File: config.mk
export PLATFORM = sky130hd
export DESIGN_NAME = bounded_packet_fifo_dedup_range_count_core
export DESIGN_NICKNAME = d
export VERILOG_FILES = /design/src/rtl/bpfd_pkg.sv /design/src/rtl/bounded_packet_fifo_dedup_range_count_core.sv /design/src/rtl/bpfd_ram.sv /design/src/rtl/bpfd_scan.sv
export SDC_FILE = /design/constraint.sdc
export NUM_CORES = 2
export LEC_CHECK = 0
export ABC_AREA = 1
export BUFFER_PORTS_ARGS = -buffer_cell sky130_fd_sc_hd__buf_2
export CELL_PAD_IN_SITES_DETAIL_PLACEMENT = 1
export CELL_PAD_IN_SITES_GLOBAL_PLACEMENT = 1
export CORE_MARGIN = 1.5
export CORE_UTILIZATION = 45
export DETAILED_ROUTE_END_ITERATION = 8
export PLACE_DENSITY_LB_ADDON = 0.1
export SLEW_MARGIN = 15
export SYNTH_ARGS = -nofsm -noshare
export SYNTH_HDL_FRONTEND = slang
export SYNTH_SLANG_ARGS = --single-unit
File: constraint.sdc
create_clock -name clk -period 9.2 [get_ports clk]
set_clock_uncertainty 0.05 [all_clocks]
set_input_delay 1.38 -clock clk [delete_from_list [all_inputs] [get_ports clk]]
set_output_delay 1.38 -clock clk [all_outputs]
set_load 0.01 [all_outputs]
File: src/rtl/bpfd_pkg.sv
// shared types and constants for the bounded packet fifo with duplicate check and range count
package bpfd_pkg;

    localparam int PORT_ID_W    = 16;
    localparam int PORT_TIME_W  = 32;
    localparam int REQ_W        = 2;
    localparam int LIMIT_W      = 7;
    localparam int RANGE_CNT_W  = 7;
    localparam int IN_DATA_W    = 2 * PORT_ID_W + 3 * PORT_TIME_W;
    localparam int OUT_DATA_W   = 1 + 2 * PORT_ID_W + PORT_TIME_W + RANGE_CNT_W;
    localparam int RANGE_CNT_MAX = (1 << RANGE_CNT_W) - 1;

    localparam logic [REQ_W-1:0] REQ_ADD     = 2'd0;
    localparam logic [REQ_W-1:0] REQ_FORWARD = 2'd1;
    localparam logic [REQ_W-1:0] REQ_COUNT   = 2'd2;

    typedef enum logic [2:0]
    {
        ST_IDLE   = 3'b001,
        ST_SCAN   = 3'b010,
        ST_FINISH = 3'b100
    } bpfd_state_t;

    typedef struct packed
    {
        logic clear;
        logic hit_en;
    } bpfd_scan_ctl_t;

endpackage

File: src/rtl/bounded_packet_fifo_dedup_range_count_core.sv
// top level: packet ring store with duplicate check, forward and range count
//
// usage
//   s_* channel takes one request word: tuser carries the request code
//   (add, forward oldest, count in range), tdata the packet and time bounds.
//   m_* channel returns exactly one result word per request.
//   cfg_* channel writes memory_limit; write only while the block is idle.
// flow
//   an add or count reads every stored entry from the ring memory, one
//   read a cycle; a forward reads the oldest entry, none on an empty store;
//   other codes read nothing. the result is registered in the finish state,
//   and the next request can be taken once the result is registered; one
//   request is scanned at a time, as the ring memory has a single read port.
// reset
//   the store is empty, oldest pointer zero, memory_limit 64; the memory
//   itself is not cleared, only occupied entries are ever read.
// stall
//   the result sits in the output register until taken; a finished request
//   waits, and no new request is taken, until that register is free.
module bounded_packet_fifo_dedup_range_count_core
    import bpfd_pkg::*;
#(
    parameter int DEPTH      = 64,
    parameter int ID_WIDTH   = 16,
    parameter int TIME_WIDTH = 32
) (
    input  logic                  clk,
    input  logic                  rst_n,
    input  logic                  s_tvalid,
    output logic                  s_tready,
    // source, destination, timestamp, start_time, end_time
    input  logic [IN_DATA_W-1:0]  s_tdata,
    // req_type
    input  logic [REQ_W-1:0]      s_tuser,
    output logic                  m_tvalid,
    input  logic                  m_tready,
    // accepted, fwd_source, fwd_destination, fwd_timestamp, range_count
    output logic [OUT_DATA_W-1:0] m_tdata,
    // fwd_valid
    output logic                  m_tuser,
    input  logic                  cfg_valid,
    output logic                  cfg_ready,
    input  logic [LIMIT_W-1:0]    cfg_data
);

    localparam int PTR_W   = $clog2(DEPTH);
    localparam int OCC_W   = $clog2(DEPTH + 1);
    localparam int SUM_W   = PTR_W + 1;
    localparam int CMP_W   = (OCC_W > LIMIT_W) ? OCC_W : LIMIT_W;
    localparam int ENTRY_W = 2 * ID_WIDTH + TIME_WIDTH;

    bpfd_state_t           state_reg, state_next;
    logic [REQ_W-1:0]      req_reg, req_next;
    logic [ID_WIDTH-1:0]   src_reg, src_next;
    logic [ID_WIDTH-1:0]   dst_reg, dst_next;
    logic [TIME_WIDTH-1:0] ts_reg, ts_next;
    logic [TIME_WIDTH-1:0] lo_reg, lo_next;
    logic [TIME_WIDTH-1:0] hi_reg, hi_next;
    logic [PTR_W-1:0]      oldest_reg, oldest_next;
    logic [OCC_W-1:0]      occ_reg, occ_next;
    logic [LIMIT_W-1:0]    limit_reg, limit_next;
    logic [PTR_W-1:0]      rd_ptr_reg, rd_ptr_next;
    logic [OCC_W-1:0]      issue_reg, issue_next;
    logic [OCC_W-1:0]      len_reg, len_next;
    logic                  pend_reg, pend_next;
    logic                  out_valid_reg, out_valid_next;
    logic [OUT_DATA_W-1:0] out_data_reg, out_data_next;
    logic                  out_user_reg, out_user_next;

    logic                  in_fire;
    logic                  rd_en;
    logic                  wr_en;
    logic [PTR_W-1:0]      wr_addr;
    logic [ENTRY_W-1:0]    wr_data;
    logic [ENTRY_W-1:0]    rd_data;
    logic [ID_WIDTH-1:0]   ent_src;
    logic [ID_WIDTH-1:0]   ent_dst;
    logic [TIME_WIDTH-1:0] ent_ts;
    bpfd_scan_ctl_t        scan_ctl;
    logic                  scan_dup;
    logic [OCC_W-1:0]      scan_count;
    logic [CMP_W-1:0]      eff_limit;
    logic [SUM_W-1:0]      wr_sum;
    logic [CMP_W-1:0]      count_wide;
    logic [RANGE_CNT_W-1:0] count_sat;
    logic                  out_free;

    function automatic logic [PTR_W-1:0] ptr_inc(input logic [PTR_W-1:0] p);
        ptr_inc = (p == PTR_W'(DEPTH - 1)) ? '0 : p + PTR_W'(1);
    endfunction

    assign s_tready  = (state_reg == ST_IDLE);
    assign in_fire   = s_tvalid && s_tready;
    assign cfg_ready = 1'b1;
    assign out_free  = !out_valid_reg || m_tready;

    assign ent_src = rd_data[ID_WIDTH-1:0];
    assign ent_dst = rd_data[2*ID_WIDTH-1:ID_WIDTH];
    assign ent_ts  = rd_data[ENTRY_W-1:2*ID_WIDTH];

    assign eff_limit = (CMP_W'(limit_reg) > CMP_W'(DEPTH)) ? CMP_W'(DEPTH)
                                                           : CMP_W'(limit_reg);
    assign wr_sum  = SUM_W'(oldest_reg) + SUM_W'(occ_reg);
    assign wr_addr = (wr_sum >= SUM_W'(DEPTH)) ? PTR_W'(wr_sum - SUM_W'(DEPTH))
                                               : PTR_W'(wr_sum);
    assign wr_data = {ts_reg, dst_reg, src_reg};

    assign count_wide = CMP_W'(scan_count);
    assign count_sat  = (count_wide > CMP_W'(RANGE_CNT_MAX)) ? RANGE_CNT_W'(RANGE_CNT_MAX)
                                                             : RANGE_CNT_W'(count_wide);

    always_comb
    begin
        state_next     = state_reg;
        req_next       = req_reg;
        src_next       = src_reg;
        dst_next       = dst_reg;
        ts_next        = ts_reg;
        lo_next        = lo_reg;
        hi_next        = hi_reg;
        oldest_next    = oldest_reg;
        occ_next       = occ_reg;
        limit_next     = limit_reg;
        rd_ptr_next    = rd_ptr_reg;
        issue_next     = issue_reg;
        len_next       = len_reg;
        pend_next      = 1'b0;
        out_valid_next = out_valid_reg;
        out_data_next  = out_data_reg;
        out_user_next  = out_user_reg;
        rd_en          = 1'b0;
        wr_en          = 1'b0;
        scan_ctl       = '0;

        if (out_valid_reg && m_tready)
        begin
            out_valid_next = 1'b0;
        end

        if (cfg_valid && cfg_ready)
        begin
            limit_next = cfg_data;
        end

        case (state_reg)
            ST_IDLE:
            begin
                if (in_fire)
                begin
                    req_next    = s_tuser;
                    src_next    = ID_WIDTH'(s_tdata[PORT_ID_W-1:0]);
                    dst_next    = ID_WIDTH'(s_tdata[2*PORT_ID_W-1:PORT_ID_W]);
                    ts_next     = TIME_WIDTH'(s_tdata[2*PORT_ID_W+PORT_TIME_W-1:
                                                      2*PORT_ID_W]);
                    lo_next     = TIME_WIDTH'(s_tdata[2*PORT_ID_W+2*PORT_TIME_W-1:
                                                      2*PORT_ID_W+PORT_TIME_W]);
                    hi_next     = TIME_WIDTH'(s_tdata[IN_DATA_W-1:
                                                      2*PORT_ID_W+2*PORT_TIME_W]);
                    rd_ptr_next = oldest_reg;
                    issue_next  = '0;
                    if ((s_tuser == REQ_ADD) || (s_tuser == REQ_COUNT))
                    begin
                        len_next = occ_reg;
                    end
                    else if ((s_tuser == REQ_FORWARD) && (occ_reg != '0))
                    begin
                        len_next = OCC_W'(1);
                    end
                    else
                    begin
                        len_next = '0;
                    end
                    scan_ctl.clear = 1'b1;
                    state_next     = ST_SCAN;
                end
            end

            ST_SCAN:
            begin
                rd_en = (issue_reg != len_reg);
                if (rd_en)
                begin
                    rd_ptr_next = ptr_inc(rd_ptr_reg);
                    issue_next  = issue_reg + OCC_W'(1);
                end
                pend_next       = rd_en;
                scan_ctl.hit_en = pend_reg && ((req_reg == REQ_ADD) || (req_reg == REQ_COUNT));
                if (!rd_en && !pend_reg)
                begin
                    state_next = ST_FINISH;
                end
            end

            ST_FINISH:
            begin
                if (out_free)
                begin
                    out_valid_next = 1'b1;
                    out_data_next  = '0;
                    out_user_next  = 1'b0;
                    case (req_reg)
                        REQ_ADD:
                        begin
                            if (!scan_dup)
                            begin
                                wr_en            = 1'b1;
                                out_data_next[0] = 1'b1;
                                if ((CMP_W'(occ_reg) >= eff_limit) && (occ_reg != '0))
                                begin
                                    oldest_next = ptr_inc(oldest_reg);
                                end
                                else
                                begin
                                    occ_next = occ_reg + OCC_W'(1);
                                end
                            end
                        end
                        REQ_FORWARD:
                        begin
                            if (occ_reg != '0)
                            begin
                                out_user_next = 1'b1;
                                out_data_next = {{RANGE_CNT_W{1'b0}},
                                                 PORT_TIME_W'(ent_ts),
                                                 PORT_ID_W'(ent_dst),
                                                 PORT_ID_W'(ent_src),
                                                 1'b0};
                                oldest_next   = ptr_inc(oldest_reg);
                                occ_next      = occ_reg - OCC_W'(1);
                            end
                        end
                        REQ_COUNT:
                        begin
                            out_data_next = {count_sat,
                                             {(OUT_DATA_W-RANGE_CNT_W){1'b0}}};
                        end
                        default:
                        begin
                            out_data_next = '0;
                        end
                    endcase
                    state_next = ST_IDLE;
                end
            end

            default:
            begin
                state_next = ST_IDLE;
            end
        endcase
    end

    always_ff @(posedge clk or negedge rst_n)
    begin
        if (!rst_n)
        begin
            state_reg     <= ST_IDLE;
            oldest_reg    <= '0;
            occ_reg       <= '0;
            limit_reg     <= LIMIT_W'(64);
            rd_ptr_reg    <= '0;
            issue_reg     <= '0;
            len_reg       <= '0;
            pend_reg      <= 1'b0;
            out_valid_reg <= 1'b0;
        end
        else
        begin
            state_reg     <= state_next;
            oldest_reg    <= oldest_next;
            occ_reg       <= occ_next;
            limit_reg     <= limit_next;
            rd_ptr_reg    <= rd_ptr_next;
            issue_reg     <= issue_next;
            len_reg       <= len_next;
            pend_reg      <= pend_next;
            out_valid_reg <= out_valid_next;
        end
    end

    always_ff @(posedge clk)
    begin
        req_reg      <= req_next;
        src_reg      <= src_next;
        dst_reg      <= dst_next;
        ts_reg       <= ts_next;
        lo_reg       <= lo_next;
        hi_reg       <= hi_next;
        out_data_reg <= out_data_next;
        out_user_reg <= out_user_next;
    end

    bpfd_ram #(
        .WIDTH (ENTRY_W),
        .DEPTH (DEPTH)
    ) u_ram (
        .clk     (clk),
        .wr_en   (wr_en),
        .wr_addr (wr_addr),
        .wr_data (wr_data),
        .rd_en   (rd_en),
        .rd_addr (rd_ptr_reg),
        .rd_data (rd_data)
    );

    bpfd_scan #(
        .ID_WIDTH   (ID_WIDTH),
        .TIME_WIDTH (TIME_WIDTH),
        .CNT_W      (OCC_W)
    ) u_scan (
        .clk       (clk),
        .rst_n     (rst_n),
        .ctl       (scan_ctl),
        .entry_src (ent_src),
        .entry_dst (ent_dst),
        .entry_ts  (ent_ts),
        .key_src   (src_reg),
        .key_dst   (dst_reg),
        .key_ts    (ts_reg),
        .key_lo    (lo_reg),
        .key_hi    (hi_reg),
        .dup       (scan_dup),
        .count     (scan_count)
    );

    assign m_tvalid = out_valid_reg;
    assign m_tdata  = out_data_reg;
    assign m_tuser  = out_user_reg;

endmodule

File: src/rtl/bpfd_ram.sv
// generic single-write single-read ram with registered read data
module bpfd_ram #(
    parameter int WIDTH = 64,
    parameter int DEPTH = 64
) (
    input  logic                     clk,
    input  logic                     wr_en,
    input  logic [$clog2(DEPTH)-1:0] wr_addr,
    input  logic [WIDTH-1:0]         wr_data,
    input  logic                     rd_en,
    input  logic [$clog2(DEPTH)-1:0] rd_addr,
    output logic [WIDTH-1:0]         rd_data
);

    logic [WIDTH-1:0] mem [DEPTH];

    always_ff @(posedge clk)
    begin
        if (wr_en)
        begin
            mem[wr_addr] <= wr_data;
        end
        if (rd_en)
        begin
            rd_data <= mem[rd_addr];
        end
    end

endmodule

File: src/rtl/bpfd_scan.sv
// per-entry compare unit: duplicate flag and range-match counter over a ring scan
module bpfd_scan
    import bpfd_pkg::*;
#(
    parameter int ID_WIDTH   = 16,
    parameter int TIME_WIDTH = 32,
    parameter int CNT_W      = 7
) (
    input  logic                  clk,
    input  logic                  rst_n,
    input  bpfd_scan_ctl_t        ctl,
    input  logic [ID_WIDTH-1:0]   entry_src,
    input  logic [ID_WIDTH-1:0]   entry_dst,
    input  logic [TIME_WIDTH-1:0] entry_ts,
    input  logic [ID_WIDTH-1:0]   key_src,
    input  logic [ID_WIDTH-1:0]   key_dst,
    input  logic [TIME_WIDTH-1:0] key_ts,
    input  logic [TIME_WIDTH-1:0] key_lo,
    input  logic [TIME_WIDTH-1:0] key_hi,
    output logic                  dup,
    output logic [CNT_W-1:0]      count
);

    logic             dup_reg;
    logic             dup_next;
    logic [CNT_W-1:0] count_reg;
    logic [CNT_W-1:0] count_next;
    logic             dst_eq;
    logic             in_range;

    assign dst_eq   = (entry_dst == key_dst);
    assign in_range = (entry_ts >= key_lo) && (entry_ts <= key_hi);

    always_comb
    begin
        dup_next   = dup_reg;
        count_next = count_reg;
        if (ctl.clear)
        begin
            dup_next   = 1'b0;
            count_next = '0;
        end
        else if (ctl.hit_en)
        begin
            if (dst_eq && (entry_src == key_src) && (entry_ts == key_ts))
            begin
                dup_next = 1'b1;
            end
            if (dst_eq && in_range)
            begin
                count_next = count_reg + CNT_W'(1);
            end
        end
    end

    always_ff @(posedge clk or negedge rst_n)
    begin
        if (!rst_n)
        begin
            dup_reg   <= 1'b0;
            count_reg <= '0;
        end
        else
        begin
            dup_reg   <= dup_next;
            count_reg <= count_next;
        end
    end

    assign dup   = dup_reg;
    assign count = count_reg;

endmodule
---- Word level (Yosys, flattened, before mapping) ----
Memory sizes are Yosys's and may differ from the RTL's. A register that Yosys moved wholly into a read port is not among the register bits.
Index checks and enable logic that the tools add are counted.
storage, ports and cells
  bits in registers ....................... 256
  memory bits (writable) .................. 4096
  memories kept ........................... 1
memory list
  name       depth  width  rd ports  clocked after Yosys merged registers in  write ports  line            source
  u_ram.mem  64     64     1         1                                        1            bpfd_ram.sv:15  logic [WIDTH-1:0] mem [DEPTH];
operators by class
  $add $sub $neg .......................... 8
  reduce and logical (&&, ||, !) cells .... 32
  eq/ne operators ......................... 21
  mux-type cells .......................... 48
  order comparisons ....................... 6
operators by type and width
  operator                                                       count
  71-bit one-hot mux with 2 select lines                         1
  7-bit 2-to-1 mux                                               11
  65-bit 2-to-1 mux                                              1
  6-bit 2-to-1 mux                                               8
  16-bit equality test                                           2
  32-bit equality test                                           1
  32-bit >= comparator                                           1
  32-bit <= comparator                                           1
  7-bit one-hot mux with 2 select lines                          2
  6-bit one-hot mux with 2 select lines                          2
  7-bit by 1-bit adder with 7-bit output, second input constant  3
  1-bit 2-to-1 mux                                               18
  7-bit greater-than comparator, second input constant           2
  6-bit by 1-bit adder with 6-bit output, second input constant  2
  6-bit equality test, second input constant                     2
  2-bit != test, second input constant                           6
  6-bit AND reduction                                            2
  1-bit logical AND                                              10
  2-bit nonzero test                                             5
  3-bit 2-to-1 mux                                               3
  3-bit one-hot mux with 3 select lines                          1
  2-bit AND reduction                                            4
  6-bit by 7-bit adder with 7-bit output                         1
  7-bit >= comparator                                            1
  16 further kinds                                               25

---- Depth between registers and ports, before layout ----
  depth after elaboration ................. 7
  depth in mapped cells ................... 17
  gate-level depth less buffers ........... 17

---- By module ----
A second synthesis with hierarchy kept.
unflattened totals
  cells, all modules ...................... 14662
  area, all modules ....................... 178785.2 um^2
modules (own cells, without submodules)
  module                                      instances  cells an instance  area each (um^2)  sequential area each (um^2)
  bpfd_ram                                    1          13405              165946.7          124919.8
  bounded_packet_fifo_dedup_range_count_core  1          773                9790.6            7224.4
  bpfd_scan                                   1          484                3047.9            200.2

---- Least setup slack after synthesis ----
No wires, ideal clock.
  path kind ............................... input-to-reg
  start point ............................. in m_tready
  end point ............................... mem u_ram.mem[0][0] (enable)
  library setup time ...................... 487 ps
  path buffers ............................ 0
  stages .................................. 6
  setup slack ............................. 655 ps
  arrival ................................. 8008 ps
  cell sequence ........................... nor2_1 -> nor2_1 -> nand2_1 -> nor2_1 -> nand2_1 -> nor2_1
between the ends
  cells in the longest elaborated chain, start to end .. 5
RTL lines
  element                                 line                                               source
  start, declared                         bounded_packet_fifo_dedup_range_count_core.sv:36   input logic m_tready,
  1-bit logical OR                        bounded_packet_fifo_dedup_range_count_core.sv:95   assign out_free = !out_valid_reg || m_tready;
  1-bit 2-to-1 mux                        bounded_packet_fifo_dedup_range_count_core.sv:196  if (out_free)
  1-bit 2-to-1 mux                        bounded_packet_fifo_dedup_range_count_core.sv:145  case (state_reg)
  1-bit 2-to-1 mux                        bpfd_ram.sv:19                                     if (wr_en)
  1-bit 2-to-1 mux (implied by the code)  bpfd_ram.sv:21                                     mem[wr_addr] <= wr_data;
  end, declared                           bpfd_ram.sv:15
Every way passes these cells.

---- Final worst setup path ----
  start point ............................. reg oldest_reg[2]
  end point ............................... mem u_ram.mem[48][9] (enable)
between the ends
  cells in the longest elaborated chain, start to end .. 3
RTL lines
  element                                                                                    line                                               source
  start, declared                                                                            bounded_packet_fifo_dedup_range_count_core.sv:59   logic [PTR_W-1:0] oldest_reg, oldest_next;
  start signal, assigned                                                                     bounded_packet_fifo_dedup_range_count_core.sv:270  oldest_reg <= oldest_next;
  6-bit by 7-bit adder with 7-bit output (*)                                                 bounded_packet_fifo_dedup_range_count_core.sv:103  assign wr_sum = SUM_W'(oldest_reg) + SUM_W'(occ_reg);
  6-bit by 1-bit subtractor with 6-bit output / 7-bit >= comparator (equally long branches)  bounded_packet_fifo_dedup_range_count_core.sv:104  assign wr_addr = (wr_sum >= SUM_W'(DEPTH)) ? PTR_W'(wr_sum - SUM_W'(DEPTH))
  6-bit 2-to-1 mux (*)                                                                       bounded_packet_fifo_dedup_range_count_core.sv:104
Every way passes the cells marked *; elsewhere a longest branch is shown, timed or not.

==> impl_metrics.ini <==
[worst_setup_path]
worst_r2r_endpoint = u_ram.mem[48][9]$_DFFE_PP_
rr_worst_depth = 11
r2r_start = oldest_reg[2]$_DFFE_PN0P_
crit_buf_inv = 2
max_stage_delay_ps = 1050
crit_arrival_ps = 5680
crit_path_end = u_ram.mem[48][9]$_DFFE_PP_
crit_start = oldest_reg[2]$_DFFE_PN0P_
endpoint_kind = flip-flop
crit_family = simple AND/OR/NAND/NOR gates
ff2ff_setup_slack_ps = 4100
path_cells = ha_1 -> a21oi_1 -> nand2_1 -> a21oi_1 -> o21bai_1 -> xnor2_1 -> inv_1 -> nor2_1 -> nand2_1 -> nor2_4 -> buf_4
slowest_stage = nor2_4
criticalPathCategory = reg -> reg
required_ps = 9780
start_kind = flip-flop
crit_fanout = 43
crit_cells = 11

[worst_hold_path]
hold_class = reg -> reg

[clock_tree]
insertion_delay_ps = 1010
clockBufferDepth = 4
cts_tree = built
numClockSinks = 4416
cts-htree-levels = 5
clk_pin_slew_ps = 60
ctsHoldBuffers = 0
postCtsSetupBuffers = 0
cts-root-buf = clkbuf_16
cts_inserted_buffers = 471
cts_resized = 0

[timing]
tightest_slew_ps = 1180
slew-limit-headroom = 0.214
clock.fmax_mhz = 196
post-route-period-util = 0.554
finalHoldViolations = 0
fin_tns_setup_ps = 0
whs_ps = 456
post-route-min-period_ps = 5100
rsz0062_at_grt = no
drv_slew = 0
setup_viol = 0

[yosys]
synth_xor_area_frac = 0.00456
synth_seq_area_share = 0.757
yosysWarningCount = 0
avgSynthCellArea_sq_um = 13.1
yosys.area_share.simple = 0.101
synthArstFlopShare = 0.0120
synth_fa_ha_area_frac = 0.00652
syn_area_sq_um = 175000
syn_inst = 13400
synth_nets = 13600
synth_edf_count = 4363
synthFlopType = edfxtp_1
synth_top_family_by_area = compound AO/OA/AOI/OAI gates
synth_mux_area_frac = 0.000322
synth_compound_area_frac = 0.102
synth.distinct_cells = 43
ys_ff_latch = 4416

[layout]
multiInputGateArea_sq_um = 38100
nets = 13700
fillers = 38600
largest_register = u_ram.mem
seq_area_sq_um = 132000
final_util = 0.508
drive_above_1_share = 0.0887
area_growth_pct = 12.2
final_cell_area_sq_um = 196000
largest_reg_flops = 4096

[detailed_routing]
wire_per_inst_um = 32.2
drt_iter0_drc = 13000
vias = 117000
routed_wl_um = 614000
via_per_inst = 6.14
ant_nets = 0
drc = 0
drt_pass1_iterations = 5

[global_route]
grt.total_usage = 0.308
grt_pass1_vias = 120000
grt_pass1_wl_um = 874000
grt_max_degree = 197
antenna_found_initial = 28
overflow = 0

[die]
die_w_um = 626
start_util = 0.453
die_h_um = 626
dieArea_sq_um = 392000
core_area_sq_um = 386000
rows = 228
io_pins = 218

[pwr]
pwr-share-comb = 0.174
power.share.clock = 0.360
swShare = 0.298
intPower_uw = 35700
p_leak_uw = 0.0653
power.switching_uw = 15100
powerDensity_nw_per_um2 = 259
p_total_uw = 50800
seq_power_share = 0.465
peakVddDrop_mv = 0.188

[placement]
io_buffers = 216
dp_hpwl_um = 342000
routabilityCongestion = 0.825
placed_cell_area_sq_um = 182000

[run_status]
status = finished clean

[run]
cap_violations = 0
## worst reg2reg max path, stage by stage (launching register included)
cell and delay (ps):
dfrtp_1 460, ha_1 390, a21oi_1 140, nand2_1 110, a21oi_1 170, o21bai_1 100
xnor2_1 480, inv_1 190, nor2_1 220, nand2_1 470, nor2_4 1050, buf_4 810
## cells in the final DEF (no fill, tap or decap), types with 33 or more instances in the layout
cell type and n:
xnor2_1 58, nand3_1 806, clkbuf_16 474, ha_1 88, dfrtp_1 45, buf_12 38, o22ai_1 1027, nor2_1 2186
xor2_1 33, a21oi_1 172, clkbuf_1 133, or2_1 64, o21ai_0 1741, nand2_1 1219, buf_4 281, clkinv_1 137
nor2_4 67, clkinv_2 61, o21ai_1 337, edfxtp_1 4363, buf_2 216, inv_1 197
## through the flow
step                std cells  worst slack (ps)
floorplan               13400               655
global placement        18200              4100
detailed placement      18200              4070
CTS                     19100              4190
global route            19100              3960
finish                  19100              4100
## Yosys cell counts (16+ instances only)
cell type  count  share of area
clkbuf_1     530          0.011
nand2_1     1220          0.026
o22ai_1     1027          0.037
xnor2_1       58         0.0029
inv_1        199         0.0043
buf_1         65         0.0014
nand3_1      806          0.023
nand4_1       16        0.00057
buf_2        225         0.0064
xor2_1        33         0.0017
a21oi_1      172         0.0049
edfxtp_1    4363           0.75
o21ai_0     1741          0.050
o21ai_1      337         0.0096
nor2_1      2254          0.048
or2_1         64         0.0023
buf_6         67         0.0043
dfrtp_1       51         0.0073
ha_1          88         0.0063
## cells by family (layout without fill, tap and decap cells)
| group | Yosys count | count (layout) |
|---|---|---|
| DFF | 4416 | 4416 |
| and+or+nand+nor | 4378 | 4378 |
| AOI/OAI and AO/OA | 3302 | 3302 |
| buffers and inverters | 1113 | 1613 |
| xor gates and xnor gates | 91 | 91 |
| adders and majority gates | 90 | 90 |
| muxes | 5 | 5 |
| other | 1 | 10 |
## how the worst min path moves through the flow
| stage | start | end | slack, ps | cells past startpoint |
|---|---|---|---|---|
| 6_report | len_reg[5]$_DFFE_PN0P_ | len_reg[5]$_DFFE_PN0P_ | 460 | 2 |
| 5_1_grt | s_tdata[2] | src_reg[2]$_DFFE_PP_ | 460 | 1 |
| 4_1_cts | s_tdata[2] | src_reg[2]$_DFFE_PP_ | 410 | 1 |
| 3_5_place_dp | len_reg[5]$_DFFE_PN0P_ | len_reg[5]$_DFFE_PN0P_ | 450 | 2 |
| 3_3_place_gp | u_scan.count[5]$_DFFE_PN0P_ | u_scan.count[5]$_DFFE_PN0P_ | 440 | 2 |
| 2_1_floorplan | u_scan.dup$_DFFE_PN0P_ | u_scan.dup$_DFFE_PN0P_ | 410 | 2 |
## layer usage
layer	routed length, um	global-route usage	up-vias
li1	-	-	49600
met1	251000	0.417	61600
met2	288000	0.500	4826
met3	44000	0.0394	1058
met4	30500	0.137	8
met5	52	0	-
## cell type report
class | count | share of cell area
antenna | 9 | 0.000115
clock buffer | 616 | 0.0636
clock inverter | 256 | 0.0108
inverter | 205 | 0.00418
multi-input combinational | 7867 | 0.194
sequential | 4416 | 0.674
tap | 5175 | 0.0330
timing repair buffer | 536 | 0.0203
## power by group through the flow
stage          Clock (uW)  Sequential (uW)  Combinational (uW)
3_3_place_gp            0            24100                8460
4_1_cts             18500            23700                8860
5_1_grt             19200            23700                9630
3_5_place_dp            0            24100                8810
2_1_floorplan           0            24400                4950
6_report            18300            23700                8870
Power figures use the tool's default switching activity.
